--- config.mk ---
export PLATFORM = sky130hd
export DESIGN_NAME = gps_time_to_calendar
export DESIGN_NICKNAME = d
export VERILOG_FILES = /design/src/hw/rtl/gtc_pkg.sv /design/src/hw/rtl/gps_time_to_calendar.sv
export SDC_FILE = /design/constraint.sdc
export NUM_CORES = 2
export LEC_CHECK = 0
export BUFFER_PORTS_ARGS = -buffer_cell sky130_fd_sc_hd__buf_2
export CAP_MARGIN = 15
export CORE_UTILIZATION = 58
export CTS_CLUSTER_DIAMETER = 100
export DETAILED_ROUTE_END_ITERATION = 12
export PLACE_DENSITY_LB_ADDON = 0.08
export SLEW_MARGIN = 10
export SYNTH_ARGS = -nofsm -noshare
export SYNTH_HDL_FRONTEND = slang
export SYNTH_SLANG_ARGS = --single-unit
--- constraint.sdc ---
create_clock -name clk -period 9.9 [get_ports clk]
set_input_delay 2.475 -clock clk [delete_from_list [all_inputs] [get_ports clk]]
set_output_delay 2.475 -clock clk [all_outputs]
set_load 0.02 [all_outputs]
--- src/hw/rtl/gtc_pkg.sv ---
package gtc_pkg;

  // Week, hour and minute lengths in seconds.
  localparam logic [19:0] SECS_PER_WEEK = 20'd604800;
  localparam logic [16:0] SECS_PER_HOUR = 17'd3600;
  localparam logic [11:0] SECS_PER_MIN  = 12'd60;

  // Modified Julian day of the GPS epoch and the offset to the date algorithm base.
  localparam logic [18:0] MJD_GPS_EPOCH = 19'd44244;
  localparam logic [21:0] B_OFFSET      = 22'd2401538;
  localparam logic [28:0] C_BIAS        = 29'd12210;
  localparam logic [12:0] YEAR_BIAS     = 13'd4715;
  localparam logic [3:0]  MONTH_FEB     = 4'd2;

  // Reciprocal of 36525 for a 29-bit dividend: exact for every dividend below 2^29.
  localparam int          C_SHIFT = 45;
  localparam logic [63:0] C_RECIP_FULL = ((64'd1 << C_SHIFT) + 64'd36524) / 64'd36525;
  localparam logic [29:0] C_RECIP = C_RECIP_FULL[29:0];

  // Reciprocal of 306001 for a 23-bit dividend, folded with the factor 10000.
  localparam int          E_SHIFT = 42;
  localparam logic [63:0] E_RECIP_FULL = ((64'd1 << E_SHIFT) + 64'd306000) / 64'd306001;
  localparam logic [63:0] E_MUL_FULL = E_RECIP_FULL * 64'd10000;
  localparam logic [37:0] E_MUL = E_MUL_FULL[37:0];

  // Reciprocal of 3600 for a 17-bit dividend.
  localparam int          H_SHIFT = 29;
  localparam logic [63:0] H_RECIP_FULL = ((64'd1 << H_SHIFT) + 64'd3599) / 64'd3600;
  localparam logic [17:0] H_RECIP = H_RECIP_FULL[17:0];

  // Reciprocal of 60 for a 12-bit dividend.
  localparam int          M_SHIFT = 18;
  localparam logic [63:0] M_RECIP_FULL = ((64'd1 << M_SHIFT) + 64'd59) / 64'd60;
  localparam logic [12:0] M_RECIP = M_RECIP_FULL[12:0];

  // Seconds at the start of each day of the week.
  function automatic logic [19:0] day_start(input logic [2:0] idx);
    logic [19:0] r;
    case (idx)
      3'd0:    r = 20'd0;
      3'd1:    r = 20'd86400;
      3'd2:    r = 20'd172800;
      3'd3:    r = 20'd259200;
      3'd4:    r = 20'd345600;
      3'd5:    r = 20'd432000;
      3'd6:    r = 20'd518400;
      default: r = 20'd0;
    endcase
    return r;
  endfunction

  // floor(30.6001 * e) for the month index of the date algorithm.
  function automatic logic [8:0] month_days(input logic [4:0] e);
    logic [8:0] r;
    case (e)
      5'd0:    r = 9'd0;
      5'd1:    r = 9'd30;
      5'd2:    r = 9'd61;
      5'd3:    r = 9'd91;
      5'd4:    r = 9'd122;
      5'd5:    r = 9'd153;
      5'd6:    r = 9'd183;
      5'd7:    r = 9'd214;
      5'd8:    r = 9'd244;
      5'd9:    r = 9'd275;
      5'd10:   r = 9'd306;
      5'd11:   r = 9'd336;
      5'd12:   r = 9'd367;
      5'd13:   r = 9'd397;
      5'd14:   r = 9'd428;
      5'd15:   r = 9'd459;
      5'd16:   r = 9'd489;
      default: r = 9'd0;
    endcase
    return r;
  endfunction

endpackage

--- src/hw/rtl/gps_time_to_calendar.sv ---
// GPS time to calendar converter. Each request carries a GPS week number, whole
// seconds of week and microseconds, and produces one result: the modified Julian day,
// the Gregorian year, month and day, the hour, minute and second, and the microseconds
// passed through unchanged. A seconds-of-week value of 604800 or more gives a result
// with invalid set and every other field zero; microseconds above 999999 are passed
// through and never carry into the seconds. The block is a six-stage pipeline: a
// request is taken in every cycle in which request_stall is low. The depth is set by the
// date path, which has two constant reciprocal multiplications (for the century-scaled
// year count and for the month index), each followed by its own register stage; the
// time-of-day path runs alongside with two further reciprocal multiplications. Empty
// stages close up while the result side stalls, so request_stall only rises once all
// six stages hold a request and the waiting result is not being taken. Results leave in
// request order.
module gps_time_to_calendar (
  input  logic        clk,
  input  logic        rst,
  input  logic        request_valid,
  output logic        request_stall,
  input  logic [15:0] gps_week,
  input  logic [19:0] seconds_of_week,
  input  logic [19:0] micro_seconds,
  output logic        result_valid,
  input  logic        result_stall,
  output logic [18:0] modified_julian_day,
  output logic [11:0] year,
  output logic [3:0]  month,
  output logic [4:0]  day,
  output logic [4:0]  hour,
  output logic [5:0]  minute,
  output logic [5:0]  second,
  output logic [19:0] sub_second,
  output logic        invalid
);

  // Stage valid bits and per-stage advance enables.
  logic [6:1] vld;
  logic [6:1] adv;

  // A stage may load when it is empty or when the stage after it moves on.
  always_comb begin
    adv[6] = !vld[6] || !result_stall;
    for (int k = 5; k >= 1; k--) begin
      adv[k] = !vld[k] || adv[k+1];
    end
  end

  assign request_stall = !adv[1];
  assign result_valid  = vld[6];

  always_ff @(posedge clk) begin
    if (rst) begin
      vld <= '0;
    end else begin
      if (adv[1]) begin
        vld[1] <= request_valid;
      end
      for (int k = 2; k <= 6; k++) begin
        if (adv[k]) begin
          vld[k] <= vld[k-1];
        end
      end
    end
  end

  // Stage 1: split the seconds of week into day of week and seconds of day, and form
  // the modified Julian day.
  logic [2:0]  day_idx;
  logic [19:0] sow_rem;

  always_comb begin
    day_idx = 3'd0;
    for (int k = 1; k <= 6; k++) begin
      if (seconds_of_week >= gtc_pkg::day_start(3'(k))) begin
        day_idx = 3'(k);
      end
    end
    sow_rem = seconds_of_week - gtc_pkg::day_start(day_idx);
  end

  logic [18:0] s1_mjd;
  logic [16:0] s1_rem;
  logic [19:0] s1_usec;
  logic        s1_inv;

  always_ff @(posedge clk) begin
    if (adv[1]) begin
      s1_mjd  <= gtc_pkg::MJD_GPS_EPOCH + (19'(gps_week) << 3) - 19'(gps_week)
                 + 19'(day_idx);
      s1_rem  <= sow_rem[16:0];
      s1_usec <= micro_seconds;
      s1_inv  <= seconds_of_week >= gtc_pkg::SECS_PER_WEEK;
    end
  end

  // Stage 2: scaled dividend for the year count; reciprocal product for the hour.
  logic [21:0] s1_b;
  assign s1_b = 22'(s1_mjd) + gtc_pkg::B_OFFSET;

  logic [18:0] s2_mjd;
  logic [21:0] s2_b;
  logic [28:0] s2_x;
  logic [16:0] s2_rem;
  logic [34:0] s2_hprod;
  logic [19:0] s2_usec;
  logic        s2_inv;

  always_ff @(posedge clk) begin
    if (adv[2]) begin
      s2_mjd   <= s1_mjd;
      s2_b     <= s1_b;
      s2_x     <= 29'(s1_b) * 29'd100 - gtc_pkg::C_BIAS;
      s2_rem   <= s1_rem;
      s2_hprod <= 35'(s1_rem) * 35'(gtc_pkg::H_RECIP);
      s2_usec  <= s1_usec;
      s2_inv   <= s1_inv;
    end
  end

  // Stage 3: reciprocal product for the year count; hour and seconds within the hour.
  logic [4:0] s2_hour;
  assign s2_hour = 5'(s2_hprod >> gtc_pkg::H_SHIFT);

  logic [18:0] s3_mjd;
  logic [21:0] s3_b;
  logic [58:0] s3_cprod;
  logic [4:0]  s3_hour;
  logic [11:0] s3_hrem;
  logic [19:0] s3_usec;
  logic        s3_inv;

  always_ff @(posedge clk) begin
    if (adv[3]) begin
      s3_mjd   <= s2_mjd;
      s3_b     <= s2_b;
      s3_cprod <= 59'(s2_x) * 59'(gtc_pkg::C_RECIP);
      s3_hour  <= s2_hour;
      s3_hrem  <= 12'(s2_rem - 17'(s2_hour) * gtc_pkg::SECS_PER_HOUR);
      s3_usec  <= s2_usec;
      s3_inv   <= s2_inv;
    end
  end

  // Stage 4: year count, days since its start; reciprocal product for the minute.
  logic [12:0] s3_c;
  logic [23:0] s3_d;
  logic [21:0] s3_bd;
  assign s3_c  = 13'(s3_cprod >> gtc_pkg::C_SHIFT);
  assign s3_d  = (24'(s3_c) * 24'd1461) >> 2;
  assign s3_bd = s3_b - 22'(s3_d);

  logic [18:0] s4_mjd;
  logic [12:0] s4_c;
  logic [8:0]  s4_bd;
  logic [4:0]  s4_hour;
  logic [11:0] s4_hrem;
  logic [24:0] s4_mprod;
  logic [19:0] s4_usec;
  logic        s4_inv;

  always_ff @(posedge clk) begin
    if (adv[4]) begin
      s4_mjd   <= s3_mjd;
      s4_c     <= s3_c;
      s4_bd    <= s3_bd[8:0];
      s4_hour  <= s3_hour;
      s4_hrem  <= s3_hrem;
      s4_mprod <= 25'(s3_hrem) * 25'(gtc_pkg::M_RECIP);
      s4_usec  <= s3_usec;
      s4_inv   <= s3_inv;
    end
  end

  // Stage 5: reciprocal product for the month index; minute and second.
  logic [5:0] s4_min;
  assign s4_min = 6'(s4_mprod >> gtc_pkg::M_SHIFT);

  logic [18:0] s5_mjd;
  logic [12:0] s5_c;
  logic [8:0]  s5_bd;
  logic [46:0] s5_eprod;
  logic [4:0]  s5_hour;
  logic [5:0]  s5_min;
  logic [5:0]  s5_sec;
  logic [19:0] s5_usec;
  logic        s5_inv;

  always_ff @(posedge clk) begin
    if (adv[5]) begin
      s5_mjd   <= s4_mjd;
      s5_c     <= s4_c;
      s5_bd    <= s4_bd;
      s5_eprod <= 47'(s4_bd) * 47'(gtc_pkg::E_MUL);
      s5_hour  <= s4_hour;
      s5_min   <= s4_min;
      s5_sec   <= 6'(s4_hrem - 12'(s4_min) * gtc_pkg::SECS_PER_MIN);
      s5_usec  <= s4_usec;
      s5_inv   <= s4_inv;
    end
  end

  // Stage 6: day, month and year, and zeroing of out-of-range requests.
  logic [4:0]  s5_e;
  logic [3:0]  s5_month;
  logic [4:0]  s5_day;
  logic [12:0] s5_year;

  always_comb begin
    s5_e     = 5'(s5_eprod >> gtc_pkg::E_SHIFT);
    s5_month = (s5_e < 5'd14) ? 4'(s5_e - 5'd1) : 4'(s5_e - 5'd13);
    s5_day   = 5'(s5_bd - gtc_pkg::month_days(s5_e));
    s5_year  = s5_c - gtc_pkg::YEAR_BIAS - 13'(s5_month > gtc_pkg::MONTH_FEB);
  end

  always_ff @(posedge clk) begin
    if (adv[6]) begin
      invalid <= s5_inv;
      if (s5_inv) begin
        modified_julian_day <= '0;
        year                <= '0;
        month               <= '0;
        day                 <= '0;
        hour                <= '0;
        minute              <= '0;
        second              <= '0;
        sub_second          <= '0;
      end else begin
        modified_julian_day <= s5_mjd;
        year                <= s5_year[11:0];
        month               <= s5_month;
        day                 <= s5_day;
        hour                <= s5_hour;
        minute              <= s5_min;
        second              <= s5_sec;
        sub_second          <= s5_usec;
      end
    end
  end

  // An out-of-range request must leave with its modified Julian day, month, day and microseconds cleared.
  a_invalid_zero: assert property (@(posedge clk) disable iff (rst)
    result_valid && invalid |-> modified_julian_day == '0 && month == '0 && day == '0
      && sub_second == '0)
    else $error("invalid result carries non-zero fields");

  // A good request gives a month, hour, minute and second within their ranges and a day of at least one.
  a_fields_range: assert property (@(posedge clk) disable iff (rst)
    result_valid && !invalid |-> month >= 4'd1 && month <= 4'd12 && day >= 5'd1
      && hour <= 5'd23 && minute <= 6'd59 && second <= 6'd59)
    else $error("calendar field out of range");

  // Requests are held back only when every stage is full and the result is stalled.
  a_stall_full: assert property (@(posedge clk) disable iff (rst)
    request_stall |-> vld == '1 && result_stall)
    else $error("request stalled with room in the pipeline");

endmodule
==> flow_summary.json <==
{
  "syn_inst": 3740,
  "gp_congestion": 0.963,
  "grt_pass1_vias": 27600,
  "hold_path_class": "reg2reg",
  "max_freq_ghz": 0.128,
  "nNetsFinal": 5334,
  "grt_overflow": 0,
  "worstSetupEndpointType": "flip-flop",
  "critical_path_class": "reg2reg",
  "finalSetupTns_ps": 0,
  "clockBufferDepth": 3,
  "finalSetupViolCount": 0,
  "coreArea_mm2": 0.0761,
  "grt-busiest-layer": "met2",
  "drc": 0,
  "num_io_pins": 140,
  "cts-buffers-inserted": 52,
  "ant_nets": 0,
  "reg2reg_to": "s3_cprod[51]$_DFFE_PP_",
  "antenna_found_initial": 3,
  "tightest_slew_ps": 931,
  "synth_nets": 5151,
  "rsz0062_at_grt": "false",
  "clkSinkCount": 472,
  "synthArstFlopShare_pct": 0,
  "grt_first_pass_wirelength_mm": 151,
  "worst_r2r_startpoint": "s2_x[17]$_DFFE_PP_",
  "yosysUniqueCellTypes": 68,
  "drv_cap": 0,
  "fin_crit_sh_pct": 78.9,
  "synth_xor_area_share_pct": 3.20,
  "ctsHoldBuffers": 0,
  "h-tree-depth": 2,
  "cp-start-kind": "flip-flop",
  "synth_edf_count": 461,
  "synth_top_family_by_area": "adder cells",
  "drtPass1Iterations": 6,
  "synth_compound_area_share_pct": 5.33,
  "hold_viol": 0,
  "r2r_cells": 23,
  "dieArea_mm2": 0.0781,
  "grt_use_total_pct": 25.5,
  "holdPathStages": 0,
  "vias_per_cell": 5.22,
  "initial_core_util_pct": 58.7,
  "clk_latency_ps": 620,
  "grt_max_degree": 75,
  "tritoncts": "yes",
  "synth_seq_cells": 472,
  "whs_ps": 373,
  "worstHoldStart": "s4_mjd[12]$_DFFE_PP_",
  "crit_arrival_ps": 8200,
  "vias": 26100,
  "grt_use_met1_pct": 35.6,
  "synth_mux_area_share_pct": 0.185,
  "wl_mm": 93.9,
  "drive_gt1_share_pct": 6.53,
  "use_met2_pct": 41.0,
  "io_buffers": 139,
  "postCtsSetupRepairBufs": 0,
  "cts_root_buffer": "clkbuf_16",
  "ys.flop_type": "edfxtp_1",
  "area_growth_pct": 8.52,
  "min_to": "s5_mjd[12]$_DFFE_PN_",
  "avgSynthCellArea_um2": 11.9,
  "synth_seq_area_share_pct": 31.5,
  "die_width_um": 279,
  "core.rowCount": 101,
  "syn_area_mm2": 0.0446,
  "use_met3_pct": 4.67,
  "drtIter0Drc": 1357,
  "synth_fa_ha_area_share_pct": 46.8,
  "fin_skew_ps": 44.9,
  "synthSimpleGateAreaFrac_pct": 4.69,
  "drv_slew": 0,
  "rrSetupSlack_ps": 2090,
  "cp_max_fo": 7,
  "yosys_warnings": 0,
  "status": "complete, no violations",
  "slew_headroom_pct": 37.5,
  "worstPathRequired_ps": 10280,
  "dpl.hpwl_mm": 78.7,
  "cts_resized": 0,
  "die_y_um": 279,
  "wire_per_inst_um": 18.8,
  "clkSlewWorstSetupHoldPaths_ps": 70,
  "final.min_clock_period_ps": 7810
}
[cell families (layout without fill, tap and decap cells)]
group	after synthesis	in the layout
fa+ha+maj	1351	1351
buf+inv	985	1211
flops	472	472
simple gates	403	403
compound gates	359	359
xor+xnor	162	162
mux	8	8
other cells	0	3
[flip-flops by register name (all words and copies together) (netlist names), 19 cells and up, named ones only]
| signal | cells |
|---|---|
| modified_julian_day | 19 |
| s1_mjd | 19 |
| s1_usec | 20 |
| s2_mjd | 19 |
| s2_usec | 20 |
| s2_x | 27 |
| s3_mjd | 19 |
| s3_usec | 20 |
| s4_mjd | 19 |
| s4_usec | 20 |
| s5_mjd | 19 |
| s5_usec | 20 |
| sub_second | 20 |
[cell usage after synthesis, drive strengths merged, types with 7 or more instances]
library cell  number  share of area [%]
and4               8               0.16
a21o              63                1.1
o21a              14               0.24
o211ai             8               0.15
nor3              31               0.35
edfxtp           461                 31
a21oi            102                1.2
nand4             14               0.20
nand3             35               0.39
nor2b             73                1.0
dfxtp             11               0.49
ha               821                 23
a211o             11               0.22
o21ai             59               0.66
o21bai            18               0.30
xnor2            106                2.1
fa               530                 24
a31oi              9               0.13
clkbuf            17               0.14
nand2b            13               0.18
and2               8               0.11
a211oi            19               0.32
nor2             104               0.87
or2                7              0.098
xor2              56                1.1
inv              966                8.1
nand2             64               0.54
and3              17               0.24
[metrics by stage]
stage	util [%]	cell area, µm²	cells	worst slack, ps
floorplan	-	44600	3740	2150
global placement	61.3	46600	4899	2100
detailed placement	61.3	46600	4899	2000
CTS	63.6	48400	4996	2170
finish	63.7	48400	4999	2090
global route	63.7	48400	4999	1740
[final cells by class]
cell class                 instances  area, µm²
fill                            6095      27700
clock buffer                      58       1320
sequential                       472      14100
timing repair buffer             148        763
clock inverter                    39        450
tap                             1030       1290
inverter                         966       3630
multi-input combinational       2283      26900
antenna                            3       7.51
[worst max-delay path by stage]
stage	startpoint	end	slack, ps	cells past startpoint
after floorplan	result_stall	request_stall	2150	6
after global placement	seconds_of_week[14]	s1_mjd[15]$_DFFE_PN_	2100	22
after detailed placement	seconds_of_week[14]	s1_mjd[15]$_DFFE_PN_	2000	22
after CTS	s2_x[21]$_DFFE_PP_	s3_cprod[51]$_DFFE_PP_	2170	25
after global routing	s2_x[21]$_DFFE_PP_	s3_cprod[56]$_DFFE_PP_	1740	25
final	s2_x[17]$_DFFE_PP_	s3_cprod[51]$_DFFE_PP_	2090	23
[cell usage in the layout, fill, tap and decap left out, drive strengths merged, types with 13 or more instances in the layout]
| cell type | Yosys | layout |
|---|---|---|
| inv | 966 | 971 |
| ha | 821 | 821 |
| fa | 530 | 530 |
| edfxtp | 461 | 461 |
| buf | 2 | 148 |
| xnor2 | 106 | 106 |
| nor2 | 104 | 104 |
| a21oi | 102 | 102 |
| nor2b | 73 | 73 |
| nand2 | 64 | 64 |
| a21o | 63 | 63 |
| o21ai | 59 | 59 |
| clkbuf | 17 | 58 |
| xor2 | 56 | 56 |
| nand3 | 35 | 35 |
| nor3 | 31 | 31 |
| clkinv | 0 | 24 |
| a211oi | 19 | 19 |
| o21bai | 18 | 18 |
| and3 | 17 | 17 |
| o21a | 14 | 14 |
| nand4 | 14 | 14 |
| nand2b | 13 | 13 |
[worst max-delay path, cell delays in order (launching register included)]
cell	delay (ps)
edfxtp_1	520
fa_1	710
inv_1	100
fa_1	480
fa_1	510
inv_1	50
fa_1	490
fa_1	540
fa_1	560
inv_1	60
fa_1	530
inv_1	50
ha_1	280
ha_1	310
a21oi_1	160
nor2_1	50
a2111oi_0	750
nor4b_1	140
a31oi_1	250
nand3_1	260
and2_1	300
a31o_2	270
a21oi_1	170
xnor2_1	80
[routing by layer]
| layer | vias to the layer above | part of all wire (%) |
|---|---|---|
| met1 | 12800 | 46 |
| li1 | 12700 | - |
| met2 | 521 | 46 |
| met3 | 139 | 5.5 |
| met5 | - | 0 |
| met4 | 0 | 2.7 |
Power is left out: the tool's default activity adds up to more than one toggle a clock period on the data nets, which glitch-free logic cannot reach.
